**src/rtl/core/svs_pkg.sv**
```systemverilog
// Package for the scanline/vignette shader: fixed-point constants, item types, CSR codes.
// No dependencies; used by every module of the block.
`default_nettype none

package svs_pkg;

   // field widths
   localparam int COORD_X_W = 9;
   localparam int COORD_Y_W = 8;
   localparam int PIXEL_W   = 32;
   localparam int CHAN_W    = 8;

   // unsigned Q2.16 factors
   localparam int FX_W = 18;
   localparam logic [FX_W-1:0] FX_ONE      = 18'd65536;
   localparam logic [FX_W-1:0] FX_MAX      = 18'h3FFFF;
   localparam logic [FX_W-1:0] FX_SCAN     = 18'd53740;
   localparam logic [FX_W-1:0] FX_THRESH   = 18'd39322;
   localparam logic [14:0]     FX_SLOPE    = 15'd22938;
   localparam logic [FX_W-1:0] FX_NEAR_ONE = 18'd65470;
   localparam logic [CHAN_W-1:0] ALPHA_OPAQUE = 8'hFF;

   // reciprocal width used by the distance divider
   localparam int RECIP_W = 20;

   // decoupling queue and back-end depth
   localparam int QUEUE_DEPTH = 4;
   localparam int QUEUE_PTR_W = 2;
   localparam int QUEUE_CNT_W = 3;
   localparam int BACK_STAGES = 9;

   // configuration register indexes
   typedef enum logic {
      CSR_SCANLINE_ENABLE = 1'b0,
      CSR_VIGNETTE_ENABLE = 1'b1
   } csr_index_type;

   // item as classified by the front end
   typedef struct packed {
      logic [COORD_X_W-1:0] x;
      logic [COORD_Y_W-1:0] y;
      logic [PIXEL_W-1:0]   pixel;
      logic                 scan_on;
      logic                 vig_on;
      logic                 any_on;
   } svs_item_type;

   // what travels alongside the arithmetic in the back end
   typedef struct packed {
      logic [PIXEL_W-1:0] pixel;
      logic               scan_on;
      logic               vig_on;
      logic               any_on;
   } svs_tag_type;

endpackage

`default_nettype wire

```
**src/rtl/core/svs_front.sv**
```systemverilog
// Front end: holds the two enable registers and classifies each incoming request.
// Depends on svs_pkg.
`default_nettype none

module svs_front (
   input  wire logic                          clock,
   input  wire logic                          reset,
   input  wire logic                          csr_wr_en,
   input  wire svs_pkg::csr_index_type        csr_index,
   input  wire logic                          csr_wdata,
   input  wire logic [svs_pkg::COORD_X_W-1:0] pixel_x,
   input  wire logic [svs_pkg::COORD_Y_W-1:0] pixel_y,
   input  wire logic [svs_pkg::PIXEL_W-1:0]   pixel_in,
   output svs_pkg::svs_item_type              item
);

   logic scan_en_ff, scan_en_in;
   logic vig_en_ff, vig_en_in;

   // register writes
   always_comb begin
      scan_en_in = scan_en_ff;
      vig_en_in  = vig_en_ff;
      if (csr_wr_en) begin
         unique case (csr_index)
            svs_pkg::CSR_SCANLINE_ENABLE: scan_en_in = csr_wdata;
            svs_pkg::CSR_VIGNETTE_ENABLE: vig_en_in  = csr_wdata;
         endcase
      end
   end

   always_ff @(posedge clock) begin
      if (reset) begin
         scan_en_ff <= 1'b0;
         vig_en_ff  <= 1'b0;
      end else begin
         scan_en_ff <= scan_en_in;
         vig_en_ff  <= vig_en_in;
      end
   end

   // classification: odd row darkening, vignette, or plain pass
   always_comb begin
      item.x       = pixel_x;
      item.y       = pixel_y;
      item.pixel   = pixel_in;
      item.scan_on = scan_en_ff & pixel_y[0];
      item.vig_on  = vig_en_ff;
      item.any_on  = scan_en_ff | vig_en_ff;
   end

endmodule

`default_nettype wire

```
**src/rtl/core/svs_queue.sv**
```systemverilog
// Short register queue between the front end and the back end.
// Depends on svs_pkg.
`default_nettype none

module svs_queue (
   input  wire logic                  clock,
   input  wire logic                  reset,
   input  wire logic                  push,
   input  wire svs_pkg::svs_item_type push_item,
   output logic                       full,
   input  wire logic                  pop,
   output logic                       not_empty,
   output svs_pkg::svs_item_type      head_item
);

   svs_pkg::svs_item_type mem_ff [svs_pkg::QUEUE_DEPTH];

   logic [svs_pkg::QUEUE_PTR_W-1:0] wr_ptr_ff, wr_ptr_in;
   logic [svs_pkg::QUEUE_PTR_W-1:0] rd_ptr_ff, rd_ptr_in;
   logic [svs_pkg::QUEUE_CNT_W-1:0] count_ff, count_in;

   assign full      = (count_ff == svs_pkg::QUEUE_CNT_W'(svs_pkg::QUEUE_DEPTH));
   assign not_empty = (count_ff != '0);
   assign head_item = mem_ff[rd_ptr_ff];

   // pointer and fill bookkeeping
   always_comb begin
      wr_ptr_in = push ? wr_ptr_ff + 1'b1 : wr_ptr_ff;
      rd_ptr_in = pop  ? rd_ptr_ff + 1'b1 : rd_ptr_ff;
      priority case ({push, pop})
         2'b10:   count_in = count_ff + 1'b1;
         2'b01:   count_in = count_ff - 1'b1;
         default: count_in = count_ff;
      endcase
   end

   always_ff @(posedge clock) begin
      if (reset) begin
         wr_ptr_ff <= '0;
         rd_ptr_ff <= '0;
         count_ff  <= '0;
      end else begin
         wr_ptr_ff <= wr_ptr_in;
         rd_ptr_ff <= rd_ptr_in;
         count_ff  <= count_in;
      end
   end

   // storage
   always_ff @(posedge clock) begin
      if (push) begin
         mem_ff[wr_ptr_ff] <= push_item;
      end
   end

endmodule

`default_nettype wire

```
**src/rtl/core/svs_norm.sv**
```systemverilog
// Normalised offset |2p - size| * 65536 / size in Q2.16, saturated, four stages.
// Division by the constant size is a reciprocal multiply plus one correction step.
// Depends on svs_pkg.
`default_nettype none

module svs_norm #(
   parameter int SIZE    = 320,
   parameter int COORD_W = 9
) (
   input  wire logic                       clock,
   input  wire logic                       adv,
   input  wire logic [COORD_W-1:0]         coord,
   output logic [svs_pkg::FX_W-1:0]        offset
);

   localparam int TWICE_MAX = 2 * ((1 << COORD_W) - 1);
   localparam int MAG_MAX   = (TWICE_MAX > SIZE) ? TWICE_MAX : SIZE;
   localparam int MAG_W     = $clog2(MAG_MAX + 1);
   localparam int SIZE_W    = $clog2(SIZE + 1);
   localparam int RECIP_K   = $clog2(SIZE) + 18;
   localparam int SHIFT     = RECIP_K - 16;
   localparam int PROD_W    = MAG_W + svs_pkg::RECIP_W;
   localparam int QW_W      = svs_pkg::FX_W + SIZE_W;
   localparam int NUM_W     = MAG_W + 16;
   localparam int REM_W     = ((NUM_W > QW_W) ? NUM_W : QW_W) + 1;
   localparam logic [svs_pkg::RECIP_W-1:0] RECIP =
      svs_pkg::RECIP_W'((64'd1 << RECIP_K) / SIZE);

   logic [MAG_W-1:0]          mag1_ff, mag1_in, mag2_ff, mag3_ff;
   logic                      sat1_ff, sat1_in, sat2_ff, sat3_ff;
   logic [PROD_W-1:0]         prod_ff, prod_in;
   logic [svs_pkg::FX_W-1:0]  q0_ff, q0_in;
   logic [QW_W-1:0]           qw_ff, qw_in;
   logic [svs_pkg::FX_W-1:0]  dist_ff, dist_in;
   logic [MAG_W-1:0]          twice;
   logic [REM_W-1:0]          rem;

   // stage 1: magnitude of the offset and the saturation test (q >= 4.0)
   always_comb begin
      twice   = MAG_W'({coord, 1'b0});
      mag1_in = (twice >= MAG_W'(SIZE)) ? twice - MAG_W'(SIZE) : MAG_W'(SIZE) - twice;
      sat1_in = ((MAG_W + 3)'(mag1_in) >= (MAG_W + 3)'(4 * SIZE));
   end

   // stage 2: multiply by the truncated reciprocal
   assign prod_in = PROD_W'(mag1_ff) * PROD_W'(RECIP);

   // stage 3: estimate is exact or one low; form estimate * size
   always_comb begin
      q0_in = prod_ff[SHIFT +: svs_pkg::FX_W];
      qw_in = QW_W'(q0_in) * QW_W'(SIZE);
   end

   // stage 4: correct the estimate by the remainder
   always_comb begin
      rem = REM_W'({mag3_ff, 16'h0000}) - REM_W'(qw_ff);
      if (sat3_ff) begin
         dist_in = svs_pkg::FX_MAX;
      end else if (rem >= REM_W'(SIZE)) begin
         dist_in = q0_ff + 1'b1;
      end else begin
         dist_in = q0_ff;
      end
   end

   always_ff @(posedge clock) begin
      if (adv) begin
         mag1_ff <= mag1_in;
         sat1_ff <= sat1_in;
         prod_ff <= prod_in;
         mag2_ff <= mag1_ff;
         sat2_ff <= sat1_ff;
         q0_ff   <= q0_in;
         qw_ff   <= qw_in;
         mag3_ff <= mag2_ff;
         sat3_ff <= sat2_ff;
         dist_ff <= dist_in;
      end
   end

   assign offset = dist_ff;

endmodule

`default_nettype wire

```
**src/rtl/core/svs_back.sv**
```systemverilog
// Back end: nine-stage pipeline from queue head to the result register.
// Depends on svs_pkg and svs_norm.
`default_nettype none

module svs_back #(
   parameter int SCREEN_W = 320,
   parameter int SCREEN_H = 240
) (
   input  wire logic                         clock,
   input  wire logic                         reset,
   input  wire logic                         head_valid,
   input  wire svs_pkg::svs_item_type        head_item,
   output logic                              pop,
   output logic                              rsp_tvalid,
   input  wire logic                         rsp_tready,
   output logic [svs_pkg::PIXEL_W-1:0]       pixel_out
);

   localparam int NS = svs_pkg::BACK_STAGES;

   logic                      adv;
   logic [NS-1:0]             valid_ff, valid_in;
   svs_pkg::svs_tag_type      tag_ff [NS-1];
   svs_pkg::svs_tag_type      head_tag;

   logic [svs_pkg::FX_W-1:0]  dx, dy;
   logic [2*svs_pkg::FX_W-1:0] sqx_ff, sqx_in, sqy_ff, sqy_in;
   logic [svs_pkg::FX_W+2:0]  dsum;
   logic [svs_pkg::FX_W-1:0]  dist_sq;
   logic                      over_ff, over_in;
   logic [32:0]               excess_ff, excess_in;
   logic [16:0]               drop;
   logic [svs_pkg::FX_W-1:0]  vig, scan;
   logic [2*svs_pkg::FX_W-1:0] fac_ff, fac_in;
   logic [svs_pkg::FX_W-1:0]  mult;
   logic                      dark_ff, dark_in;
   logic [25:0]               red_ff, red_in, green_ff, green_in, blue_ff, blue_in;
   logic [svs_pkg::PIXEL_W-1:0] out_ff, out_in;

   // whole pipeline moves when the result register is free or being taken
   assign adv      = !valid_ff[NS-1] || rsp_tready;
   assign pop      = adv && head_valid;
   assign valid_in = {valid_ff[NS-2:0], head_valid};

   always_ff @(posedge clock) begin
      if (reset) begin
         valid_ff <= '0;
      end else if (adv) begin
         valid_ff <= valid_in;
      end
   end

   // side-band travelling with the item
   always_comb begin
      head_tag.pixel   = head_item.pixel;
      head_tag.scan_on = head_item.scan_on;
      head_tag.vig_on  = head_item.vig_on;
      head_tag.any_on  = head_item.any_on;
   end

   always_ff @(posedge clock) begin
      if (adv) begin
         tag_ff[0] <= head_tag;
         for (int i = 1; i < NS - 1; i++) begin
            tag_ff[i] <= tag_ff[i-1];
         end
      end
   end

   // stages 1 to 4: normalised offsets
   svs_norm #(
      .SIZE    (SCREEN_W),
      .COORD_W (svs_pkg::COORD_X_W)
   ) u_norm_x (
      .clock  (clock),
      .adv    (adv),
      .coord  (head_item.x),
      .offset (dx)
   );

   svs_norm #(
      .SIZE    (SCREEN_H),
      .COORD_W (svs_pkg::COORD_Y_W)
   ) u_norm_y (
      .clock  (clock),
      .adv    (adv),
      .coord  (head_item.y),
      .offset (dy)
   );

   // stage 5: squares
   always_comb begin
      sqx_in = (2*svs_pkg::FX_W)'(dx) * (2*svs_pkg::FX_W)'(dx);
      sqy_in = (2*svs_pkg::FX_W)'(dy) * (2*svs_pkg::FX_W)'(dy);
   end

   // stage 6: distance sum, saturation, threshold and slope product
   always_comb begin
      dsum = (svs_pkg::FX_W + 3)'(sqx_ff[2*svs_pkg::FX_W-1:16])
           + (svs_pkg::FX_W + 3)'(sqy_ff[2*svs_pkg::FX_W-1:16]);
      dist_sq = (dsum > (svs_pkg::FX_W + 3)'(svs_pkg::FX_MAX)) ?
                svs_pkg::FX_MAX : dsum[svs_pkg::FX_W-1:0];
      over_in   = (dist_sq > svs_pkg::FX_THRESH);
      excess_in = 33'(dist_sq - svs_pkg::FX_THRESH) * 33'(svs_pkg::FX_SLOPE);
   end

   // stage 7: vignette factor times scan-line factor
   always_comb begin
      drop = excess_ff[32:16];
      if (!tag_ff[5].vig_on || !over_ff) begin
         vig = svs_pkg::FX_ONE;
      end else if (svs_pkg::FX_W'(drop) >= svs_pkg::FX_ONE) begin
         vig = '0;
      end else begin
         vig = svs_pkg::FX_ONE - svs_pkg::FX_W'(drop);
      end
      scan   = tag_ff[5].scan_on ? svs_pkg::FX_SCAN : svs_pkg::FX_ONE;
      fac_in = (2*svs_pkg::FX_W)'(scan) * (2*svs_pkg::FX_W)'(vig);
   end

   // stage 8: darken decision and channel products
   always_comb begin
      mult     = fac_ff[16 +: svs_pkg::FX_W];
      dark_in  = tag_ff[6].any_on && (mult < svs_pkg::FX_NEAR_ONE);
      red_in   = 26'(tag_ff[6].pixel[23:16]) * 26'(mult);
      green_in = 26'(tag_ff[6].pixel[15:8])  * 26'(mult);
      blue_in  = 26'(tag_ff[6].pixel[7:0])   * 26'(mult);
   end

   // stage 9: result register
   always_comb begin
      if (dark_ff) begin
         out_in = {svs_pkg::ALPHA_OPAQUE, red_ff[23:16], green_ff[23:16], blue_ff[23:16]};
      end else begin
         out_in = tag_ff[7].pixel;
      end
   end

   always_ff @(posedge clock) begin
      if (adv) begin
         sqx_ff    <= sqx_in;
         sqy_ff    <= sqy_in;
         over_ff   <= over_in;
         excess_ff <= excess_in;
         fac_ff    <= fac_in;
         dark_ff   <= dark_in;
         red_ff    <= red_in;
         green_ff  <= green_in;
         blue_ff   <= blue_in;
         out_ff    <= out_in;
      end
   end

   assign rsp_tvalid = valid_ff[NS-1];
   assign pixel_out  = out_ff;

endmodule

`default_nettype wire

```
**src/rtl/core/scanline_vignette_shader_unit.sv**
```systemverilog
// Top level of the scanline/vignette pixel shader: front end, queue, back-end pipeline.
// Depends on svs_pkg, svs_front, svs_queue, svs_back (and svs_norm below it).
//
//   channel | dir | handshake             | payload
//   req     | in  | req_tvalid/req_tready | req_tdata: pixel_x, pixel_y, pixel_in
//   rsp     | out | rsp_tvalid/rsp_tready | rsp_tdata: pixel_out
//   csr     | in  | csr_wr_en             | csr_index, csr_wdata
//
// One pixel per cycle sustained while rsp_tready stays high; an accepted pixel is written
// into the queue, then runs through the nine-stage back end (divider, squares, factors).
// A four-entry queue sits between the front end and the back end; req_tready drops
// only when that queue is full. A stalled rsp freezes the back end, which then fills
// the queue. Reset is synchronous and clears enables, queue and valid bits.
`default_nettype none

module scanline_vignette_shader_unit #(
   parameter int SCREEN_W = 320,
   parameter int SCREEN_H = 240
) (
   input  wire logic          clock,
   input  wire logic          reset,
   // request channel
   input  wire logic          req_tvalid,
   output logic               req_tready,
   input  wire logic [55:0]   req_tdata,   // pixel_x[8:0], pixel_y[16:9], pixel_in[48:17], zero
   // result channel
   output logic               rsp_tvalid,
   input  wire logic          rsp_tready,
   output logic [31:0]        rsp_tdata,   // pixel_out[31:0]
   // configuration
   input  wire logic          csr_wr_en,
   input  wire logic          csr_index,
   input  wire logic          csr_wdata
);

   svs_pkg::svs_item_type item;
   svs_pkg::svs_item_type head_item;
   logic                  queue_full;
   logic                  queue_not_empty;
   logic                  pop;
   logic                  push;

   assign req_tready = !queue_full;
   assign push       = req_tvalid && req_tready;

   svs_front u_front (
      .clock     (clock),
      .reset     (reset),
      .csr_wr_en (csr_wr_en),
      .csr_index (svs_pkg::csr_index_type'(csr_index)),
      .csr_wdata (csr_wdata),
      .pixel_x   (req_tdata[8:0]),
      .pixel_y   (req_tdata[16:9]),
      .pixel_in  (req_tdata[48:17]),
      .item      (item)
   );

   svs_queue u_queue (
      .clock     (clock),
      .reset     (reset),
      .push      (push),
      .push_item (item),
      .full      (queue_full),
      .pop       (pop),
      .not_empty (queue_not_empty),
      .head_item (head_item)
   );

   svs_back #(
      .SCREEN_W (SCREEN_W),
      .SCREEN_H (SCREEN_H)
   ) u_back (
      .clock      (clock),
      .reset      (reset),
      .head_valid (queue_not_empty),
      .head_item  (head_item),
      .pop        (pop),
      .rsp_tvalid (rsp_tvalid),
      .rsp_tready (rsp_tready),
      .pixel_out  (rsp_tdata)
   );

endmodule

`default_nettype wire

```
**config.mk**
```make
export PLATFORM = sky130hd
export DESIGN_NAME = scanline_vignette_shader_unit
export DESIGN_NICKNAME = d
export VERILOG_FILES = /design/src/rtl/core/svs_pkg.sv /design/src/rtl/core/svs_front.sv /design/src/rtl/core/svs_queue.sv /design/src/rtl/core/svs_norm.sv /design/src/rtl/core/svs_back.sv /design/src/rtl/core/scanline_vignette_shader_unit.sv
export SDC_FILE = /design/constraint.sdc
export NUM_CORES = 2
export LEC_CHECK = 0
export BUFFER_PORTS_ARGS = -buffer_cell sky130_fd_sc_hd__buf_2
export CAP_MARGIN = 5
export CELL_PAD_IN_SITES_DETAIL_PLACEMENT = 1
export CELL_PAD_IN_SITES_GLOBAL_PLACEMENT = 2
export CORE_UTILIZATION = 30
export CTS_CLUSTER_SIZE = 25
export DETAILED_ROUTE_END_ITERATION = 7
export GPL_TIMING_DRIVEN = 0
export PLACE_DENSITY_LB_ADDON = 0.1
export SYNTH_ARGS = -nofsm -noshare
export SYNTH_HDL_FRONTEND = slang
export SYNTH_SLANG_ARGS = --single-unit
```
**constraint.sdc**
```tcl
create_clock -name clock -period 40.4 [get_ports clock]
set_input_delay 2.02 -clock clock [delete_from_list [all_inputs] [get_ports clock]]
set_output_delay 2.02 -clock clock [all_outputs]
set_load 0.02 [all_outputs]
```
-- After elaboration in Yosys (flattened, before gate mapping)
Memories as Yosys holds them, arrays and structs flattened. A register that Yosys moved wholly into a read port is not among the register bits.
Index checks and enable logic that the tools add are counted.
- register bits after elaboration: 488
- RAM bits: 488
- bits of input ports: 63
- memories: 2
- $add $sub $neg: 15
- multiply operators: 11
- order comparisons: 8
- equality and inequality tests: 3
- mux-type cells: 16
- bitwise logic cells: 3
- reductions and logical operators: 13
- memory list (name ; depth ; width ; read ports ; clocked after memory_dff ; write ports ; RTL line ; text):
    u_back.tag_ff ; 8 ; 35 ; 8 ; 0 ; 8 ; svs_back.sv:23 ; svs_pkg::svs_tag_type tag_ff [NS-1];
    u_queue.mem_ff ; 4 ; 52 ; 1 ; 1 ; 1 ; svs_queue.sv:16 ; svs_pkg::svs_item_type mem_ff [svs_pkg::QUEUE_DEPTH];
- operators with widths (cell ; count):
    $mux W18 ; 5
    $mul A18 B18 Y36 ; 2
    $mul A8 B18 Y24 ; 3
    $add A18 B1 Y18 const B ; 2
    $mul A17 B18 Y34 ; 1
    $mul A33 B14 Y32 const B ; 1
    $ge A28 B9 Y1 const B ; 1
    $mul A10 B18 Y28 const B ; 1
    $sub A26 B27 Y28 ; 1
    $ge A27 B8 Y1 const B ; 1
    $sub A25 B26 Y27 ; 1
    $mul A9 B17 Y26 const B ; 1
    $mux W24 ; 1
    $mul A18 B4 Y22 const B ; 1
    $add A20 B20 Y21 ; 1
    $gt A21 B18 Y1 const B ; 1
    $mul A18 B3 Y21 const B ; 1
    $sub A18 B16 Y19 const B ; 1
    $gt A18 B16 Y1 const B ; 1
    $lt A18 B16 Y1 const B ; 1
    $sub A17 B17 Y18 const A ; 1
    $ge A17 B17 Y1 const B ; 1
    $mux W17 ; 1
    $ge A10 B9 Y1 const B ; 1
    other kinds (25) ; 37

-- Logic depth before layout (Yosys ltp)
- depth after elaboration: 5
- gate-level depth with buffers: 41
- mapped depth without buffers: 40

-- Hierarchy
A second synthesis with hierarchy kept.
- cell total of the unflattened synthesis: 6480
- area total of the unflattened synthesis: 75387.3 um^2
- by module, submodules not included (module ; instances ; cells an instance ; area an instance (um^2) ; sequential area each (um^2)):
    svs_back ; 1 ; 4927 ; 53373.7 ; 12431.9
    svs_queue ; 1 ; 319 ; 8000.2 ; 6426.2
    svs_norm (u_back.u_norm_x) ; 1 ; 611 ; 7011.7 ; 3002.9
    svs_norm (u_back.u_norm_y) ; 1 ; 560 ; 6511.2 ; 2912.8
    svs_front ; 1 ; 61 ; 480.5 ; 40.0
    scanline_vignette_shader_unit ; 1 ; 2 ; 10.0 ; 0.0

-- Worst setup path after synthesis
OpenSTA, ideal clock, no wires.
- kind: in2reg
- start point: input port rsp_tready
- end point: register u_back.blue_ff[16], enable pin
- library setup time: 4766 ps
- data arrival time: 13465 ps
- data required time: 35634 ps
- setup slack: 22169 ps
- stages: 3
- buffers on the path: 1
- cell sequence: nor2b_1 > clkbuf_1 > clkinv_1
- word-level cells in the longest chain between the ends: 1
- RTL lines (what ; RTL line ; text):
    from (decl) ; scanline_vignette_shader_unit.sv:28 ; input wire logic rsp_tready,
    $logic_or A1 B1 Y1 ; svs_back.sv:41 ; assign adv = !valid_ff[NS-1] || rsp_tready;
    via u_back.adv ; svs_back.sv:21 ; logic adv;
    to (signal assigned) ; svs_back.sv:149 ; blue_ff <= blue_in;
    to (decl) ; svs_back.sv:37 ; logic [25:0] red_ff, red_in, green_ff, green_in, blue_ff, blue_in;
The timed path passes the listed nets, and every way through them passes these cells.
A chain may end at the register's enable or synchronous reset.

-- Final worst setup path
- start point: register u_back.sqx_ff[16] (netlist bit)
- end point: register u_back.excess_ff[32] (data pin)
- word-level cells in the longest chain between the ends: 5
- RTL lines (what ; RTL line ; text):
    from (decl) ; svs_back.sv:27 ; logic [2*svs_pkg::FX_W-1:0] sqx_ff, sqx_in, sqy_ff, sqy_in;
    from (signal assigned) ; svs_back.sv:141 ; sqx_ff <= sqx_in;
    $add A20 B20 Y21 * ; svs_back.sv:100 ; + (svs_pkg::FX_W + 3)'(sqy_ff[2*svs_pkg::FX_W-1:16]);
    $gt A21 B18 Y1 ; svs_back.sv:101 ; dist_sq = (dsum > (svs_pkg::FX_W + 3)'(svs_pkg::FX_MAX)) ?
    $mux W18 * ; svs_back.sv:101 ;
    $sub A18 B16 Y19 * ; svs_back.sv:104 ; excess_in = 33'(dist_sq - svs_pkg::FX_THRESH) * 33'(svs_pkg::FX_SLOPE);
    $mul A33 B14 Y32 * ; svs_back.sv:104 ;
    via u_back.excess_in[32] ; svs_back.sv:31 ; logic [32:0] excess_ff, excess_in;
    to (signal assigned) ; svs_back.sv:144 ; excess_ff <= excess_in;
    to (decl) ; svs_back.sv:31 ;
The timed path passes the listed nets; every way through them passes the cells marked *.

==> metrics.txt <==
Starting Density=30.2%; clk slew on worst S/H paths=0.06 ns; TritonCTS clock tree=done; remaining global-route overflow=0; final hold vios=0; HPWL after detailed placement=~150 mm; Post-Syn Instances=6233; Layout area overhead=11.1%; GR Layer Usage met2=27.6%; via count=43400; CP Capture Type=flop; largest net degree at the start of global routing=100; die span in x=497 µm; die area=247000 µm²; R2R setup slack=28.30 ns; Min-Delay Endpoint=u_back.tag_ff[1][27]; worst-path fanout max=10; Crit path max-delay family=adder cells; cell mode on critical path=inv_1; post-CTS resize count=0; Finish-stage setup viols=0; IO Pins=97; Peak Freq=82.6 MHz; ANT nets after route=0; FF-to-FF Start=u_back.sqx_ff[16]; register area share after synthesis=33.7%; RePlAce Congestion=a little under 0.8; Syn Nets=approximately 8000; Async S/R FF share, synth=0%; Seq cells post-synth=a little over 800; Synth top area share=33.2%; clk_lat worst skew=just under 0.8 ns; CTS buffer count=100; row count=181; 1st-iter DRT viols=approximately 1700; final core utilization=approximately a third; core footprint=243000 µm²; Setup Skew=0.0580 ns; # DRC=0; hold depth=0; Worst Reg-to-Reg Cells=41; layout cells sized above 1=5.90%; post-layout net count=8234; vias in the first global route=just under 50000; buffers and inverters on the worst path=9; Slowest-stage cell, CP=o41ai_1; Detailed Routing Iterations Pass 1=4; syn_area_per_cell=11.8 µm²; RSZ-0062 raised after global routing=no; most used routing layer=met2; crit share post-route=roughly 30%; startpoint types=flop; Via density=4.47; Hold Path Origin=u_back.tag_ff[0][62]; root buf cell=clkbuf_16; initial antenna violation count=18; most used flip-flop cell after synthesis=edfxtp_1; Synth area leader=edfxtp_1; H-Tree Level Count=3; Slew HR=a little under a quarter; worst stage delay on the critical path=between 0.5 and 0.6 ns; WP data arrival=12.56 ns; post-synthesis cell type count=85; Syn. warnings=0; Total GRT Usage=15.6%; global-route wire length before repair=293 mm; WL/cell=19.2 µm; Hold Crit Class=reg2reg; DRT Wirelength=187 mm; Slew Limit Fails=0; CTS Hold Buffers Added=0; worst-margin pin slew=1.13 ns; kind of critical path=reg2reg; minimum clock period=12.10 ns; fillcell total=26500; Die Y=~500 µm; post-CTS setup repair buffer count=0; status=finished clean; max-cap violation count=0; PortBufs=88; terminus of the critical flop-to-flop path=u_back.excess_ff[32]; CTS Buffer Depth=3; most frequent cells in the layout=inv_1, fa_1, edfxtp_1; met1 usage=20.3%; clock sink count=between 800 and 900; critical path required time=40.86 ns; commonest non-fill, non-tap cell in the layout=inv_1; synthesized cell area=73400 µm²; Synth area leaders=edfxtp_1, fa_1, ha_1, inv_1, and2_1; number of synthesized flops with an enable pin=811; setup_tns=0 ns; met3 Resource Use GR=1.70%
## metrics by stage
stage | instances | hold slack [ns] | worst slack (ns) | area, µm²
CTS | 9722 | 0.376 | 28.03 | 81500
global placement | 9523 | 0.401 | 13.86 | 77800
finish | 9730 | 0.386 | 28.30 | 81500
global route | 9725 | 0.387 | 27.41 | 81500
detailed placement | 9535 | 0.405 | 28.06 | 78200
floorplan | 6233 | 0.400 | 22.17 | 73400
## cell usage after synthesis (13+ instances only)
master / instances
and3_1: 45
a31oi_1: 18
or3_1: 13
nor2_1: 201
o21bai_1: 42
a21o_1: 55
nand2_1: 498
or2_2: 20
xnor2_1: 212
ha_1: 770
mux4_2: 51
o21a_1: 36
nand4_1: 37
nand2b_1: 25
edfxtp_1: 811
a21oi_1: 154
and2_1: 351
clkbuf_1: 159
mux2_2: 32
o21ai_0: 78
nand3_1: 46
inv_1: 1207
nor2b_1: 41
nor3_1: 64
xor2_1: 77
fa_1: 966
a211oi_1: 20
o211ai_1: 17
nor4_1: 15
dfxtp_1: 20
## flip-flops by register name, indices dropped and copies added, names as in the netlist, 19 cells and up, named ones only
register	count
u_back.tag_ff	275
u_queue.mem_ff	208
u_back.pixel_out	32
u_back.u_norm_y.qw_ff	21
u_back.sqx_ff	20
u_back.sqy_ff	20
u_back.u_norm_y.prod_ff	20
u_back.u_norm_x.prod_ff	19
u_back.u_norm_x.qw_ff	19
## worst max path at each step
| stage | startpoint | endpoint | slack [ns] | cells after the start |
|---|---|---|---|---|
| floorplan | rsp_tready | u_back.blue_ff[16] | 22.17 | 3 |
| global placement | rsp_tready | u_back.green_ff[17] | 13.86 | 4 |
| detailed placement | u_back.sqx_ff[16] | u_back.excess_ff[32] | 28.06 | 41 |
| CTS | u_back.sqx_ff[16] | u_back.excess_ff[32] | 28.03 | 41 |
| global route | u_back.sqx_ff[16] | u_back.excess_ff[32] | 27.41 | 41 |
| finish | u_back.sqx_ff[16] | u_back.excess_ff[32] | 28.30 | 41 |
## worst reg2reg max path: cells and delay by family, from the launching register on
kind                       cells  cell delay (ns)
adders and majority gates     10             4.11
AOI/OAI and AO/OA             14             3.71
xor gates and xnor gates       2             0.60
and+or+nand+nor                5             1.40
buffers and inverters          9             1.19
DFF                            1             0.49
muxes                          1             0.35
## layer usage
layer	vias up	part of all wire (%)
met5	-	0.055
met4	14	2.1
met3	165	2.1
met2	314	50
met1	22200	46
li1	20700	-
## cell type report
cell class | count | area (µm²) | area share [%]
Clock buffer | 124 | 2640 | 3.24
Sequential cell | 831 | 24800 | 30.4
Multi-Input combinational cell | 4026 | 43500 | 53.3
Tap cell | 3202 | 4010 | 4.91
Clock inverter | 63 | 717 | 0.879
Antenna cell | 8 | 20.0 | 0.0246
Buffer | 165 | 626 | 0.767
Timing Repair Buffer | 100 | 746 | 0.914
Inverter | 1211 | 4550 | 5.58
## kinds of logic (layout without fill, tap and decap cells)
kind of cell             count (synthesis)  after routing  share of synthesized area, %
buffers and inverters                 1376           1663                          7.04
other                                    0              8                             0
AO/OA/AOI/OAI                          515            515                          4.67
XOR/XNOR                               290            290                          3.48
AND/OR/NAND/NOR                       1390           1390                          9.38
flip-flops                             831            831                          33.7
adder cells (fa/ha/maj)               1736           1736                          39.5
multiplexers                            95             95                          2.22
Power is left out: the tool's default activity adds up to more than one toggle a clock period on the data nets, which glitch-free logic cannot reach.
